`src/sv/indexed_insert_remove_array_assert.svh`:
```
// Assertion macros for the indexed insert/remove array.
// Expects clk and rst_n in scope at the point of use.
`ifndef INDEXED_INSERT_REMOVE_ARRAY_ASSERT_SVH
`define INDEXED_INSERT_REMOVE_ARRAY_ASSERT_SVH

// same-cycle implication
`define IIRA_ASSERT_NOW(lbl, ante, cons, msg) \
    lbl: assert property (@(posedge clk) disable iff (!rst_n) (ante) |-> (cons)) \
        else $error(msg);

// next-cycle implication
`define IIRA_ASSERT_NEXT(lbl, ante, cons, msg) \
    lbl: assert property (@(posedge clk) disable iff (!rst_n) (ante) |=> (cons)) \
        else $error(msg);

`endif

```
`src/sv/iira_pkg.sv`:
```
// Shared types and constants for the indexed insert/remove array.
// No dependencies.
`default_nettype none

package iira_pkg;

    localparam int DEPTH       = 64;
    localparam int ELEM_BITS   = 32;
    localparam int IDX_W       = $clog2(DEPTH);
    localparam int CNT_W       = $clog2(DEPTH + 1);
    localparam int REQ_W       = 4;
    localparam int FIELD_IDX_W = 7;
    localparam int VAL_W       = 32;
    localparam int LEN_W       = 7;
    localparam int ST_W        = 2;
    localparam int CMP_W       = (FIELD_IDX_W > CNT_W) ? FIELD_IDX_W : CNT_W;

    localparam logic [CMP_W-1:0] DEPTH_C = CMP_W'(DEPTH);

    typedef logic [ELEM_BITS-1:0] elem_t;
    typedef logic [VAL_W-1:0]     word_t;
    typedef logic [LEN_W-1:0]     len_t;
    typedef logic [IDX_W-1:0]     addr_t;
    typedef logic [CNT_W-1:0]     cnt_t;
    typedef logic [CMP_W-1:0]     cmp_t;

    typedef enum logic [REQ_W-1:0] {
        REQ_GET        = 4'd0,
        REQ_SET        = 4'd1,
        REQ_INSERT     = 4'd2,
        REQ_REMOVE     = 4'd3,
        REQ_PUSH_BACK  = 4'd4,
        REQ_PUSH_FRONT = 4'd5,
        REQ_POP_BACK   = 4'd6,
        REQ_POP_FRONT  = 4'd7,
        REQ_RESIZE     = 4'd8,
        REQ_CLEAR      = 4'd9
    } req_code_t;

    typedef enum logic [ST_W-1:0] {
        ST_OK   = 2'd0,
        ST_BAD  = 2'd1,
        ST_FULL = 2'd2
    } status_t;

    typedef struct packed {
        logic [REQ_W-1:0]       req_type;
        logic [FIELD_IDX_W-1:0] index;
        logic [VAL_W-1:0]       elem_value;
        logic [FIELD_IDX_W-1:0] new_length;
    } req_t;

    typedef struct packed {
        status_t          status;
        logic [VAL_W-1:0] read_value;
        logic [LEN_W-1:0] length;
    } rsp_t;

endpackage

`default_nettype wire

```
`src/sv/iira_ram.sv`:
```
// Generic single-write, single-read RAM with registered read data.
// No dependencies.
`default_nettype none

module iira_ram #(
    parameter int WIDTH = 32,
    parameter int DEPTH = 64,
    localparam int AW = (DEPTH > 1) ? $clog2(DEPTH) : 1
) (
    input  wire logic             clk,
    input  wire logic             we,
    input  wire logic [AW-1:0]    waddr,
    input  wire logic [WIDTH-1:0] wdata,
    input  wire logic             re,
    input  wire logic [AW-1:0]    raddr,
    output logic      [WIDTH-1:0] rdata
);

    logic [WIDTH-1:0] mem [DEPTH];

    always_ff @(posedge clk)
    begin
        if (we)
        begin
            mem[waddr] <= wdata;
        end
        if (re)
        begin
            rdata <= mem[raddr];
        end
    end

endmodule

`default_nettype wire

```
`src/sv/indexed_insert_remove_array.sv`:
```
// Top level of the indexed insert/remove array: sequencer, count and valid bits.
// Depends on iira_pkg, iira_ram and indexed_insert_remove_array_assert.svh.
//
// Usage
//   req channel (req_valid/req_ready/req) carries one request transaction:
//   get, set, insert, remove, push/pop at either end, resize or clear.
//   rsp channel (rsp_valid/rsp_ready/rsp) returns exactly one response
//   transaction per request: status, read value (get only) and new length.
//   One request is in flight at a time; req_ready is high only while idle, so
//   a new request is accepted only once the previous one has left S_FINISH.
//   States passed from request accept to response valid, ending in S_FINISH:
//     set, resize, clear, unknown, pop of last slot, errors : S_FINISH only
//     get                                                    : S_GET_WAIT
//     insert/push : S_SHIFT_RD, S_SHIFT_WR per moved element, then S_INS_WR
//     remove/pop  : S_SHIFT_RD, S_SHIFT_WR per moved element
//   Up to DEPTH-1 elements are moved; each shifted element costs a read then
//   a write through the one RAM port pair.
//   Reset: count goes to zero and every slot's valid bit clears, so slots
//   never written read as zero. The RAM itself is not swept.
//   Stall: a response waits in the output register while rsp_ready is low;
//   the next request may be accepted meanwhile but completes only once the
//   output register has been taken.
`default_nettype none

`include "indexed_insert_remove_array_assert.svh"

module indexed_insert_remove_array (
    input  wire logic           clk,
    input  wire logic           rst_n,
    input  wire logic           req_valid,
    output logic                req_ready,
    input  wire iira_pkg::req_t req,
    output logic                rsp_valid,
    input  wire logic           rsp_ready,
    output iira_pkg::rsp_t      rsp
);

    typedef enum logic [5:0] {
        S_IDLE     = 6'b000001,
        S_GET_WAIT = 6'b000010,
        S_SHIFT_RD = 6'b000100,
        S_SHIFT_WR = 6'b001000,
        S_INS_WR   = 6'b010000,
        S_FINISH   = 6'b100000
    } state_t;

    state_t               state_reg, state_next;
    iira_pkg::addr_t      ptr_reg, ptr_next;
    iira_pkg::addr_t      lim_reg, lim_next;
    logic                 up_reg, up_next;
    iira_pkg::elem_t      val_reg, val_next;
    iira_pkg::cnt_t       count_reg, count_next;
    iira_pkg::status_t    st_reg, st_next;
    iira_pkg::word_t      rd_reg, rd_next;
    iira_pkg::rsp_t       rsp_reg, rsp_next;
    logic                 rsp_valid_reg, rsp_valid_next;
    logic [iira_pkg::DEPTH-1:0] vld_reg, vld_next;
    logic                 rvld_reg;

    logic                 ram_we;
    iira_pkg::addr_t      ram_waddr;
    iira_pkg::elem_t      ram_wdata;
    logic                 ram_re;
    iira_pkg::addr_t      ram_raddr;
    iira_pkg::elem_t      ram_rdata;
    iira_pkg::elem_t      rdata_m;

    iira_pkg::req_code_t  code;
    iira_pkg::cmp_t       idx_c, cnt_c, nlen_c, pos_c;
    iira_pkg::addr_t      src;

    iira_ram #(
        .WIDTH (iira_pkg::ELEM_BITS),
        .DEPTH (iira_pkg::DEPTH)
    ) u_ram (
        .clk   (clk),
        .we    (ram_we),
        .waddr (ram_waddr),
        .wdata (ram_wdata),
        .re    (ram_re),
        .raddr (ram_raddr),
        .rdata (ram_rdata)
    );

    assign req_ready = (state_reg == S_IDLE);
    assign rsp_valid = rsp_valid_reg;
    assign rsp       = rsp_reg;

    assign code   = iira_pkg::req_code_t'(req.req_type);
    assign idx_c  = iira_pkg::cmp_t'(req.index);
    assign cnt_c  = iira_pkg::cmp_t'(count_reg);
    assign nlen_c = iira_pkg::cmp_t'(req.new_length);

    // Slot that was never written reads as zero
    assign rdata_m = rvld_reg ? ram_rdata : '0;

    // Next slot visited by the shift walk
    assign src = up_reg ? ptr_reg - 1'b1 : ptr_reg + 1'b1;

    // Target position for the insert/remove family
    always_comb
    begin
        case (code)
            iira_pkg::REQ_INSERT,
            iira_pkg::REQ_REMOVE:     pos_c = idx_c;
            iira_pkg::REQ_PUSH_BACK:  pos_c = cnt_c;
            iira_pkg::REQ_POP_BACK:   pos_c = cnt_c - 1'b1;
            default:                  pos_c = '0;
        endcase
    end

    always_comb
    begin
        state_next     = state_reg;
        ptr_next       = ptr_reg;
        lim_next       = lim_reg;
        up_next        = up_reg;
        val_next       = val_reg;
        count_next     = count_reg;
        st_next        = st_reg;
        rd_next        = rd_reg;
        rsp_next       = rsp_reg;
        rsp_valid_next = rsp_valid_reg && !rsp_ready;
        vld_next       = vld_reg;
        ram_we         = 1'b0;
        ram_waddr      = ptr_reg;
        ram_wdata      = rdata_m;
        ram_re         = 1'b0;
        ram_raddr      = src;

        case (state_reg)
            S_IDLE:
            begin
                if (req_valid)
                begin
                    st_next    = iira_pkg::ST_OK;
                    rd_next    = '0;
                    state_next = S_FINISH;
                    case (code)
                        iira_pkg::REQ_GET:
                        begin
                            if (idx_c < cnt_c)
                            begin
                                ram_re     = 1'b1;
                                ram_raddr  = iira_pkg::addr_t'(req.index);
                                state_next = S_GET_WAIT;
                            end
                            else
                            begin
                                st_next = iira_pkg::ST_BAD;
                            end
                        end
                        iira_pkg::REQ_SET:
                        begin
                            if (idx_c < cnt_c)
                            begin
                                ram_we    = 1'b1;
                                ram_waddr = iira_pkg::addr_t'(req.index);
                                ram_wdata = iira_pkg::elem_t'(req.elem_value);
                            end
                            else
                            begin
                                st_next = iira_pkg::ST_BAD;
                            end
                        end
                        iira_pkg::REQ_INSERT,
                        iira_pkg::REQ_PUSH_BACK,
                        iira_pkg::REQ_PUSH_FRONT:
                        begin
                            // index checked before capacity
                            if (pos_c > cnt_c)
                            begin
                                st_next = iira_pkg::ST_BAD;
                            end
                            else if (cnt_c >= iira_pkg::DEPTH_C)
                            begin
                                st_next = iira_pkg::ST_FULL;
                            end
                            else
                            begin
                                up_next    = 1'b1;
                                ptr_next   = iira_pkg::addr_t'(count_reg);
                                lim_next   = iira_pkg::addr_t'(pos_c);
                                val_next   = iira_pkg::elem_t'(req.elem_value);
                                count_next = count_reg + 1'b1;
                                state_next = (iira_pkg::addr_t'(count_reg)
                                              != iira_pkg::addr_t'(pos_c))
                                             ? S_SHIFT_RD : S_INS_WR;
                            end
                        end
                        iira_pkg::REQ_REMOVE,
                        iira_pkg::REQ_POP_BACK,
                        iira_pkg::REQ_POP_FRONT:
                        begin
                            // empty pop falls out here: pos wraps or equals count
                            if (pos_c >= cnt_c)
                            begin
                                st_next = iira_pkg::ST_BAD;
                            end
                            else
                            begin
                                up_next    = 1'b0;
                                ptr_next   = iira_pkg::addr_t'(pos_c);
                                lim_next   = iira_pkg::addr_t'(cnt_c - 1'b1);
                                count_next = count_reg - 1'b1;
                                if (iira_pkg::addr_t'(pos_c)
                                    != iira_pkg::addr_t'(cnt_c - 1'b1))
                                begin
                                    state_next = S_SHIFT_RD;
                                end
                            end
                        end
                        iira_pkg::REQ_RESIZE:
                        begin
                            if (nlen_c > iira_pkg::DEPTH_C)
                            begin
                                st_next = iira_pkg::ST_FULL;
                            end
                            else
                            begin
                                count_next = iira_pkg::cnt_t'(nlen_c);
                            end
                        end
                        iira_pkg::REQ_CLEAR:
                        begin
                            count_next = '0;
                        end
                        default:
                        begin
                            // unknown request: no effect, status ok
                        end
                    endcase
                end
            end

            S_GET_WAIT:
            begin
                rd_next    = iira_pkg::word_t'(rdata_m);
                state_next = S_FINISH;
            end

            S_SHIFT_RD:
            begin
                ram_re     = 1'b1;
                state_next = S_SHIFT_WR;
            end

            S_SHIFT_WR:
            begin
                ram_we   = 1'b1;
                ptr_next = src;
                if (src != lim_reg)
                begin
                    state_next = S_SHIFT_RD;
                end
                else
                begin
                    state_next = up_reg ? S_INS_WR : S_FINISH;
                end
            end

            S_INS_WR:
            begin
                ram_we     = 1'b1;
                ram_waddr  = lim_reg;
                ram_wdata  = val_reg;
                state_next = S_FINISH;
            end

            S_FINISH:
            begin
                if (!rsp_valid_reg || rsp_ready)
                begin
                    rsp_next.status     = st_reg;
                    rsp_next.read_value = rd_reg;
                    rsp_next.length     = iira_pkg::len_t'(count_reg);
                    rsp_valid_next      = 1'b1;
                    state_next          = S_IDLE;
                end
            end

            default:
            begin
                state_next = S_IDLE;
            end
        endcase

        if (ram_we)
        begin
            vld_next[ram_waddr] = 1'b1;
        end
    end

    always_ff @(posedge clk or negedge rst_n)
    begin
        if (!rst_n)
        begin
            state_reg     <= S_IDLE;
            count_reg     <= '0;
            rsp_valid_reg <= 1'b0;
            vld_reg       <= '0;
        end
        else
        begin
            state_reg     <= state_next;
            count_reg     <= count_next;
            rsp_valid_reg <= rsp_valid_next;
            vld_reg       <= vld_next;
        end
    end

    always_ff @(posedge clk)
    begin
        ptr_reg <= ptr_next;
        lim_reg <= lim_next;
        up_reg  <= up_next;
        val_reg <= val_next;
        st_reg  <= st_next;
        rd_reg  <= rd_next;
        rsp_reg <= rsp_next;
        if (ram_re)
        begin
            rvld_reg <= vld_reg[ram_raddr];
        end
    end

    `IIRA_ASSERT_NOW(a_count_in_range, 1'b1,
        iira_pkg::cmp_t'(count_reg) <= iira_pkg::DEPTH_C, "count above capacity")

    `IIRA_ASSERT_NOW(a_write_only_in_write_states, ram_we,
        state_reg == S_IDLE || state_reg == S_SHIFT_WR || state_reg == S_INS_WR,
        "RAM written outside a write step")

    `IIRA_ASSERT_NEXT(a_clear_zeroes_count,
        req_valid && req_ready && req.req_type == iira_pkg::REQ_CLEAR,
        count_reg == '0, "clear left a non-zero count")

    `IIRA_ASSERT_NEXT(a_finish_loads_output,
        state_reg == S_FINISH && (!rsp_valid_reg || rsp_ready),
        rsp_valid_reg && state_reg == S_IDLE, "finished result not presented")

    `IIRA_ASSERT_NOW(a_shift_walk_bounded,
        state_reg == S_SHIFT_RD || state_reg == S_SHIFT_WR,
        ptr_reg != lim_reg, "shift walk passed its limit")

endmodule

`default_nettype wire

```
`config.mk`:
```
export PLATFORM = sky130hd
export DESIGN_NAME = indexed_insert_remove_array
export DESIGN_NICKNAME = d
export VERILOG_FILES = /design/src/sv/iira_pkg.sv /design/src/sv/iira_ram.sv /design/src/sv/indexed_insert_remove_array.sv
export VERILOG_INCLUDE_DIRS = /design/src /design/src/sv
export SDC_FILE = /design/constraint.sdc
export NUM_CORES = 2
export LEC_CHECK = 0
export ABC_CLOCK_PERIOD_IN_PS = 8900
export BUFFER_PORTS_ARGS = -buffer_cell sky130_fd_sc_hd__clkbuf_2
export CORE_MARGIN = 2
export CORE_UTILIZATION = 35
export CTS_CLUSTER_SIZE = 16
export DETAILED_ROUTE_END_ITERATION = 12
export PLACE_DENSITY = 0.55
export SLEW_MARGIN = 25
export SYNTH_ARGS = -nofsm -noshare
export SYNTH_HDL_FRONTEND = slang
export SYNTH_SLANG_ARGS = --single-unit
```
`constraint.sdc`:
```
create_clock -name clk -period 8.9 [get_ports clk]
set_input_delay 0.89 -clock clk [delete_from_list [all_inputs] [get_ports clk]]
set_output_delay 0.89 -clock clk [all_outputs]
set_load 0.01 [all_outputs]
```
; ---- Word level (Yosys, flattened, before mapping)
; Memory sizes are Yosys's and may differ from the RTL's. A register that Yosys moved wholly into a read port is not among the register bits.
; Cells that the tools add are included.
[classes]
add_sub_neg = 4
magnitude_cmp = 8
eq_ne = 28
n_mux = 69
n_bitwise = 3
reduce_logical = 24
[op_table]
columns = op, count
row1 = two-way mux 32 bit, 5
row2 = two-way mux 6 bit, 24
row3 = case mux 32 bit (2 select lines), 2
row4 = bitwise OR 64 bit, 1
row5 = case mux 6 bit (2 select lines), 4
row6 = case mux 6 bit (5 select lines), 1
row7 = two-way mux 7 bit, 4
row8 = case mux 7 bit (4 select lines), 1
row9 = case mux 7 bit (3 select lines), 1
row10 = != test 6 bit, 3
row11 = case mux 6 bit (3 select lines), 1
row12 = == test 4 x 3 -> 1 bit (second input constant), 4
row13 = two-way mux 1 bit, 16
row14 = less-than comparator 6 x 7 -> 1 bit (second input constant), 2
row15 = != test 2 bit (second input constant), 6
row16 = AND reduction 6 bit, 2
row17 = != test 3 bit (second input constant), 3
row18 = == test 4 x 2 -> 1 bit (second input constant), 2
row19 = == test 4 bit (second input constant), 2
row20 = case mux 2 bit (4 select lines), 1
row21 = AND reduction 2 bit, 4
row22 = OR reduction 2 bit, 4
row23 = adder 7 x 1 -> 7 bit (second input constant), 1
row24 = >= comparator 7 bit, 1
row25 = 31 further kinds, 41
[word_totals]
regBits = 199
mem_bits_rw = 2048
n_memories = 1
[mem_list]
columns = name, words, word_bits, read_ports, rd_clocked_by_memory_dff, write_ports, line
row1 = u_ram.mem, 64, 32, 1, 1, 1, iira_ram.sv:19  ; logic [WIDTH-1:0] mem [DEPTH];

; ---- Logic depth before layout (Yosys ltp)
[depth]
ltp_word = 10
mapped_depth = 18
mapped_depth_nobuf = 17

; ---- By module
; From an unflattened synthesis, not the netlist that was laid out.
[unflattened]
hier_cells = 4398
area_unflattened_um2 = 89079.2
[modules_own_cells]
columns = module, n_inst, cells_per_inst, area_per_inst_um2, seq_area_each_um2
row1 = iira_ram, 1, 3511, 79359.9, 62459.9
row2 = indexed_insert_remove_array, 1, 887, 9719.3, 5586.6

; ---- Least setup slack after synthesis
; Ideal clock, no wire load.
[synth_path]
kind = input to register
startpoint = input req[41] in the netlist's numbering
endpoint = memory u_ram.mem[0][0] (data pin)
t_arrival_ns = 5.124
required_ns = 8.198
path_slack_ns = 3.075
stages = 8
n_path_buf = 2
cell_sequence = ha_1 > nand2_1 > o21ai_1 > a2111oi_0 > or2_2 > buf_2 > clkbuf_1 > o21ai_0
[synth_between]
elab_chain_cells = 5
[synth_rtl]
columns = element, line
row1 = from (decl), indexed_insert_remove_array.sv:32  ; input wire iira_pkg::req_t req,
row2 = less-than comparator 7 bit, indexed_insert_remove_array.sv:155  ; if (idx_c < cnt_c)
row3 = two-way mux 32 bit, indexed_insert_remove_array.sv:155
row4 = two-way mux 32 bit, indexed_insert_remove_array.sv:139  ; case (code)
row5 = two-way mux 32 bit, indexed_insert_remove_array.sv:134  ; if (req_valid)
row6 = case mux 32 bit (2 select lines), indexed_insert_remove_array.sv:131  ; case (state_reg)
row7 = named net ram_wdata[0], indexed_insert_remove_array.sv:62  ; iira_pkg::elem_t ram_wdata;
row8 = to (decl), iira_ram.sv:19
; The timed path passes the listed nets, and every way through them passes these cells.

; ---- Worst setup path after layout
[layout_path]
startpoint = register state_reg[3]
endpoint = register rvld_reg (data pin)
[layout_between]
elab_chain_cells = 4
[layout_rtl]
columns = element, line
row1 = from (decl), indexed_insert_remove_array.sv:47  ; state_t state_reg, state_next;
row2 = from (signal assigned), indexed_insert_remove_array.sv:305  ; state_reg <= state_next;
row3 = == test 6 x 1 -> 1 bit, indexed_insert_remove_array.sv:131
row4 = two-way mux 6 bit, indexed_insert_remove_array.sv:131
row5 = binary-select mux 1 bit (select 6 bit), indexed_insert_remove_array.sv:323  ; rvld_reg <= vld_reg[ram_raddr];
row6 = two-way mux 1 bit (implied by the code), indexed_insert_remove_array.sv:323
row7 = to (signal assigned), indexed_insert_remove_array.sv:323
row8 = to (decl), indexed_insert_remove_array.sv:58  ; logic rvld_reg;
; Every way passes these cells. The select of a mux whose other input is x is not followed.
; A chain may end at the register's enable or synchronous reset.

==> qor.csv <==
metric;value;unit
die extent in y;511.4;microns
Final min period;6.266;ns
skew final;0.03811;ns
Vias/cell;5.648;
Area Overhead vs Synth;14.83;%
Syn Inst Count;6610;
Initial DRC Count;8795;
core area;256500;sq um
status;complete, no violations;
largest family of logic cells by synthesized area;simple AND/OR/NAND/NOR gates;
arrival time at the worst endpoint;6.88;ns
Port Buf Inserts;96;
die area;261600;sq um
final WL;295700;microns
fin crit share;70.41;%
Cell Chain, Critical Path;nor3_2, nand4_1, a2111oi_4, mux2_2, buf_4, nor3_2, buf_4, nand3_1, nand4_1, or3_1;
Sink Count;2279;
Post-synth top cells;2201 x edfxtp_1, 1633 x nand2_1, 534 x a21oi_1;
placed cell area;96430;sq um
TritonRoute pass-1 iters;8;
critical path class;flop to flop;
Routed WL per cell;28.67;microns
vias in the first global route;53890;
post-synth top area cell;edfxtp_1;
Final Max Slew Viols;0;
Setup crit end kind;flop;
Fmax;0.1596;GHz
htree depth;4;
Slowest-stage cell, CP;a2111oi_4;
Hold Crit Class;input port to flop;
grt total ovfl;0;
clk_lat worst skew;0.87;ns
Worst Path Required;9.51;ns
max_slew headroom;25.98;%
share of the synthesized area in the top cell type;73.34;%
Routed Antenna Nets;0;
Post-Synth Simple-Gate Area;11.82;%
final setup fails;0;
synth warn;0;
Startpoint Class;flop;
setup TNS;0;ns
Post-synth EDFFs;2201;
DRC;0;
count leader, synth;edfxtp_1;
Placer Congestion;0.9026;
GRT Total Usage;21.91;%
post-synthesis sequential area ratio;75.51;%
initial antenna violation count;33;
Largest stage delay, worst path;1.07;ns
post-route cell area;103500;sq um
multi-input logic area;21350;sq um
filler instances;23650;
vias;58260;
syn nets;6685;
largest net degree at the start of global routing;159;
Cell Rows;186;
Die W;511.4;microns
final net count;6806;
Syn Std Cell Area;90120;sq um
I/O pin count;97;
Register Area;68050;sq um
mux contribution to synthesized area;2.028;%
CTS tree;built;
Syn Area/Cell;13.63;sq um
VDD IR max;0.1519;mV
final hold vios;0;
Post-Synth XOR/XNOR Area;0.2916;%
CTS Root Cell;clkbuf_16;
Yosys cell types;63;
setup bufs post-CTS;0;
Synth Area in Adders;0.2999;%
number of flip-flops under the largest register name;2048;
asr flop ratio synth;3.423;%
RSZ-0062 raised after global routing;false;
Synth Area in Compound Gates;8.068;%
Leak;35.13;nW
Main synth FF type;edfxtp_1;
Final HPWL DP;177400;microns
first-pass GRT wire length;416200;microns
Synth Register Bits;2279;
PwrDens;252.5;nW/um^2
clk slew on worst S/H paths;0.06;ns
Critical Path Fanout Max;25;
layout cell share with drive strength beyond 1;11.76;%
Inserted Clock Buffers;227;
maxcap violations;0;
maximum clock path buffer count;3;
CTS resizes;0;
Least-Margin Pin Slew;1.106;ns
Initial Util;35.14;%
top post-synthesis cells by area;edfxtp_1 73%, nand2_1 6.8%, a21oi_1 3.0%, nand3_1 2.3%, dfrtp_1 2.1%;
[cells in the final DEF (no fill, tap or decap), drive strengths merged, types with 7 or more instances in the layout]
master,synthesis,routed
nand4,107,107
nand2b,13,13
nor3,24,24
nand3,418,418
ha,20,20
clkbuf,237,384
a22oi,220,220
a21oi,534,534
diode,0,18
nand2,1633,1633
or3,27,27
and3,7,7
xnor2,24,24
a221oi,69,69
inv,25,33
a2111oi,9,9
bufinv,0,11
edfxtp,2201,2201
o21a,7,7
buf,169,202
a32oi,57,57
dfrtp,77,77
a21boi,16,16
clkinv,0,99
a31oi,125,125
or2,69,69
o21ai,80,80
nor2b,7,7
mux2i,177,177
nor2,173,173
[stage by stage]
stage	instances	power [mW]	setup slack (ns)	hold slack, ns	utilization [%]
2_1_floorplan	6610	14.97	3.075	0.4003	-
3_3_place_gp	9852	17.00	1.907	0.4042	37.30
3_5_place_dp	9885	17.03	2.452	0.4045	37.60
4_1_cts	10300	26.12	2.904	0.1510	40.33
5_1_grt	10300	26.91	2.513	0.1716	40.33
6_report	10310	26.13	2.634	0.2101	40.35
[power breakdown]
part	total, mW	leakage, nW	switching (mW)	internal, mW
clock network	9.19	3.43	4.09	5.10
registers	12.1	21.2	0.0998	12.0
logic	4.85	10.5	3.62	1.23
total	26.1	35.1	7.81	18.3
[what timing repair did]
item,CTS,global route
hold buffers,1,0
endpoints found under the hold margin,25,0
setup endpoints to repair,0,0
[per-layer routing]
metal  track usage, %  wire length (microns)  up-vias
li1                 -                      -    24980
met1            31.85                 125700    29690
met2            32.24                 128800     3133
met3            5.914                  33530      440
met4            5.769                   7489       18
met5                0                    122        -
[cells by family after synthesis]
kind of cell,count (synthesis)
simple gates,2505
buf+inv,431
xor+xnor,30
fa+ha+maj,21
flops,2279
mux,182
compound gates,1162
[area by class of cell]
| type | count | share of cell area, % |
|---|---|---|
| flip-flops and latches | 2279 | 65.76 |
| repair buffers | 298 | 2.631 |
| well taps | 3384 | 4.092 |
| multi-input cells | 3900 | 20.63 |
| inverters | 25 | 0.09069 |
| clock buffers | 289 | 5.864 |
| diodes | 18 | 0.04353 |
| clock inverters | 121 | 0.8863 |
[worst max-delay path: cells and delay by family (launching register included)]
family | cells | cell delay [ns]
and+or+nand+nor | 6 | 2.67
AOI/OAI and AO/OA | 1 | 1.07
muxes | 1 | 0.88
buffers and inverters | 2 | 0.79
DFF | 1 | 0.44
[final timing paths]
check / start / endpoint / slack, ns / depth (start not counted)
setup / recovery: state_reg[3] / rvld_reg / 2.63 / 10
hold / removal: req[34] / val_reg[27] / 0.21 / 1
setup reg to reg: state_reg[3] / rvld_reg / 2.63 / 10
hold reg to reg: st_reg[0] / rsp[39] / 0.42 / 0
max in group asynchronous: rst_n / vld_reg[22] / 6.87 / 3
min in group asynchronous: rst_n / vld_reg[38] / 0.78 / 2
Note: power is estimated with default switching activity, not from simulation.
